File: src/sv/iau_pkg.sv
// Shared types, codes and saturation helpers for the interval arithmetic unit.
// No dependencies.
package iau_pkg;

    typedef enum logic [2:0] {
        OP_ADD   = 3'd0,
        OP_SUB   = 3'd1,
        OP_MUL   = 3'd2,
        OP_DIV   = 3'd3,
        OP_SCALE = 3'd4,
        OP_CLAMP = 3'd5
    } op_t;

    localparam logic [1:0] KIND_UNDEF    = 2'd0;
    localparam logic [1:0] KIND_SCALAR   = 2'd1;
    localparam logic [1:0] KIND_INTERVAL = 2'd2;

    localparam int DIV_STEPS = 32;
    localparam int LANES     = 4;

    localparam logic signed [31:0] MAX32 = 32'sh7FFF_FFFF;
    localparam logic signed [31:0] MIN32 = 32'sh8000_0000;

    // One lane of the restoring divider as it moves down the pipeline.
    typedef struct packed {
        logic [31:0] rem;
        logic [31:0] num;
        logic [31:0] quo;
        logic [31:0] den;
        logic        neg;
        logic        big;
    } div_lane_t;

    // Everything that rides alongside the divider.
    typedef struct packed {
        logic [2:0]              op;
        logic                    a_def;
        logic                    b_def;
        logic                    div_ok;
        logic signed [31:0]      add_lo;
        logic signed [31:0]      add_hi;
        logic signed [31:0]      sub_lo;
        logic signed [31:0]      sub_hi;
        logic                    cl_def;
        logic signed [31:0]      cl_lo;
        logic signed [31:0]      cl_hi;
        logic signed [3:0][63:0] prod;
    } side_t;

    function automatic logic signed [31:0] sat33(input logic signed [32:0] v);
        if (v > 33'sd2147483647) begin
            return MAX32;
        end else if (v < -33'sd2147483648) begin
            return MIN32;
        end
        return v[31:0];
    endfunction

    function automatic logic ovf64(input logic signed [63:0] v);
        return (v > 64'sd2147483647) || (v < -64'sd2147483648);
    endfunction

endpackage

File: src/sv/iau_div_step.sv
// One restoring division step: brings down one dividend bit, yields one quotient bit.
// Depends on iau_pkg.
module iau_div_step (
    input  iau_pkg::div_lane_t din,
    output iau_pkg::div_lane_t dout
);
    import iau_pkg::*;

    logic [32:0] trial;
    logic        ge;
    logic [32:0] diff;

    always_comb begin
        trial = {din.rem, din.num[31]};
        ge    = trial >= {1'b0, din.den};
        diff  = trial - {1'b0, din.den};
        dout      = din;
        dout.rem  = ge ? diff[31:0] : trial[31:0];
        dout.num  = {din.num[30:0], 1'b0};
        dout.quo  = {din.quo[30:0], ge};
    end

endmodule

File: config.mk
export PLATFORM = sky130hd
export DESIGN_NAME = iau_div_step
export DESIGN_NICKNAME = d
export VERILOG_FILES = /design/src/sv/iau_pkg.sv /design/src/sv/iau_div_step.sv
export SDC_FILE = /design/constraint.sdc
export NUM_CORES = 1
export LEC_CHECK = 0
export ABC_AREA = 1
export ABC_CLOCK_PERIOD_IN_PS = 3100
export BUFFER_PORTS_ARGS = -buffer_cell sky130_fd_sc_hd__buf_2
export CORE_ASPECT_RATIO = 0.8
export CORE_MARGIN = 5
export CORE_UTILIZATION = 35
export DETAILED_ROUTE_END_ITERATION = 16
export MAX_ROUTING_LAYER = met4
export PLACE_DENSITY = 0.69
export SLEW_MARGIN = 20
export SYNTH_ARGS = -nofsm -noshare
export SYNTH_HDL_FRONTEND = slang
export SYNTH_SLANG_ARGS = --single-unit
File: constraint.sdc
create_clock -name vclk -period 3.1
set_input_delay 0.31 -clock vclk [all_inputs]
set_output_delay 0.31 -clock vclk [all_outputs]
set_load 0.02 [all_outputs]
==> impl_metrics.json <==
{
  "status": "complete, no violations",
  "synth_xor_area_share_pct": 3.12,
  "synth.area.mux_share_pct": 0,
  "overflow": 0,
  "final_nets": 941,
  "yosysMostFrequentCell": "nand2_1",
  "synth_compound_area_share_pct": 3.21,
  "timing.hold.ws_ps": 620,
  "combPwrFrac_pct": 100.0,
  "wl_mm": 11.3,
  "crit_family": "simple AND/OR/NAND/NOR gates",
  "synth_warnings": 0,
  "rsz0062_at_grt": "no",
  "drc_errors": 0,
  "core-area_um2": 10900,
  "synth_top_cell_area_share_pct": 26.4,
  "ioPinCount": 260,
  "seq_area_frac_synth_pct": 0,
  "p_clk_share_pct": 0,
  "vdd_drop_max_uv": 88.9,
  "syn-num-nets": 914,
  "ff_latch_area_um2": 0,
  "drive_gt1_share_pct": 21.3,
  "wire_per_inst_um": 12.3,
  "dp_hpwl_mm": 9.89,
  "cp_max_fo": 20,
  "total_power_uw": 898,
  "finalWeightedCongestion": 0.896,
  "drtAntennaViolNets": 0,
  "criticalPathCategory": "in -> out",
  "use_met1_pct": 25.5,
  "cp_common_cell": "nand2_1",
  "p_leak_uw": 0.00269,
  "slew_viol_final": 0,
  "maxCapViolations": 0,
  "die_h_um": 105,
  "dr.first_iter.drc_count": 228,
  "seq_power_share_pct": 0,
  "synthToLayoutAreaGrowth_pct": 0.923,
  "cts_resized": 0,
  "arrival_ps": 2390,
  "crit_slowest_cell": "ha_1",
  "postCtsHoldBufs": 0,
  "start_util_pct": 36.0,
  "cp.required_ps": 2790,
  "p_per_area_nw_per_um2": 226,
  "n_sequential_cell": 0,
  "period_needed_ps": 2700,
  "slowest_delay_ps": 380,
  "via_count": 4021,
  "min_path_type": "in -> out",
  "cp-start-kind": "input pin",
  "port_buffers": 130,
  "antenna_found_initial": 0,
  "die_area_um2": 13500,
  "grtUsageMet3_pct": 2.24,
  "avgViaCountPerCell": 4.37,
  "grt_pass1_wl_mm": 18.2,
  "synth_area_per_cell_um2": 5.24,
  "grt_max_degree": 36,
  "synth_cell_types": 31,
  "fillers": 1302,
  "grt.total_usage_pct": 16.4,
  "p_sw_uw": 592,
  "antennaDiodeCount": 0,
  "synth_cells": 751,
  "grt_use_met2_pct": 23.2,
  "fmax_mhz": 370,
  "synth_area_leaders": "nand2_1 26%, buf_4 19%, inv_1 14%",
  "intPower_uw": 306,
  "yosysTopAreaCell": "nand2_1",
  "synthAdderAreaFrac_pct": 10.7,
  "nClkBuffers": 0,
  "worstPathCellList": "buf_2 > inv_1 > ha_1 > nand2_2 > inv_1 > nand2_1 > nand2_1 > nand2_1 > nand3_2 > nand2_2 > nand2_2 > nand2_4 > buf_4 > nand3_1 > nand2_1 > buf_2",
  "post_cts_buffers": 0,
  "endpoint_kind": "output port",
  "synth_top_family_by_area": "simple AND/OR/NAND/NOR gates",
  "finalSetupViolCount": 0,
  "finalNonFillerCells": 920,
  "finalHoldViolCount": 0,
  "swShare_pct": 65.9,
  "busiest_layer": "met1",
  "grt_pass1_vias": 3831,
  "tns_ps": 0,
  "synth_area_um2": 3930,
  "synthSimpleGateAreaFrac_pct": 47.6,
  "period_share_pct": 87.1,
  "dp_cells": 920,
  "final_area_um2": 3970,
  "place_area_um2": 3970,
  "first_pass_iters": 5,
  "synth_commonest_cells": "277 x nand2_1, 149 x inv_1, 98 x buf_4, 52 x nand3_1, 35 x nor2_1",
  "row_count": 34,
  "die_w_um": 129,
  "worst-path-buf-inv": 5
}
## kinds of logic after synthesis
logic type,count (synthesis)
simple gates,419
buf+inv,260
fa+ha+maj,33
compound gates,24
xor+xnor,14
other cells,1
## power by group through the flow
stage	combinational (µW)	clock, µW	sequential, µW
floorplan	785	0	0
global route	1010	0	0
global placement	893	0	0
detailed placement	898	0	0
finish	898	0	0
CTS	902	0	0
## per-layer routing
layer	up-vias	routed length (µm)
met5	-	0
met4	0	31
met3	4	959
met2	150	4270
met1	1667	6070
li1	2200	-
## path summary, 6_finish.rpt
| check | start | cells past startpoint | endpoint | slack (ps) |
|---|---|---|---|---|
| setup / recovery | din[5] | 16 | dout[125] | 400 |
| hold / removal | din[0] | 0 | dout[0] | 620 |
## metrics by stage
step           setup slack, ps  util (%)
2_1_floorplan              890         -
4_1_cts                    394      36.3
3_5_place_dp               398      36.3
3_3_place_gp               400      36.3
5_1_grt                    155      36.3
6_report                   400      36.3
## layout make-up
class                      instances  area [µm²]  area share [%]
multi-input combinational        491        2540            64.1
timing repair buffer             133         673            17.0
inverter                         152         571            14.4
tap                              144         180            4.54
## placed cells by master, fill, tap and decap left out
master | netlist | final
buf_2 | 7 | 130
conb_1 | 1 | 1
nor2_2 | 4 | 4
nand2_8 | 1 | 1
fa_1 | 1 | 1
nor3_2 | 2 | 2
nand3b_1 | 10 | 10
nor2_4 | 1 | 1
xor2_1 | 13 | 13
a21oi_2 | 1 | 1
ha_1 | 32 | 32
inv_1 | 149 | 149
nand4_1 | 2 | 2
and2_1 | 8 | 8
nand2_1 | 277 | 277
xnor2_1 | 1 | 1
or2_1 | 1 | 1
inv_2 | 3 | 3
nand2_4 | 1 | 1
a21oi_1 | 20 | 20
buf_4 | 98 | 3
nand2_2 | 3 | 3
nand3_1 | 52 | 52
nor3_1 | 6 | 6
o21ai_0 | 2 | 2
nand3_2 | 16 | 16
nor2_1 | 35 | 35
o21bai_1 | 1 | 1
Power figures use the tool's default switching activity.
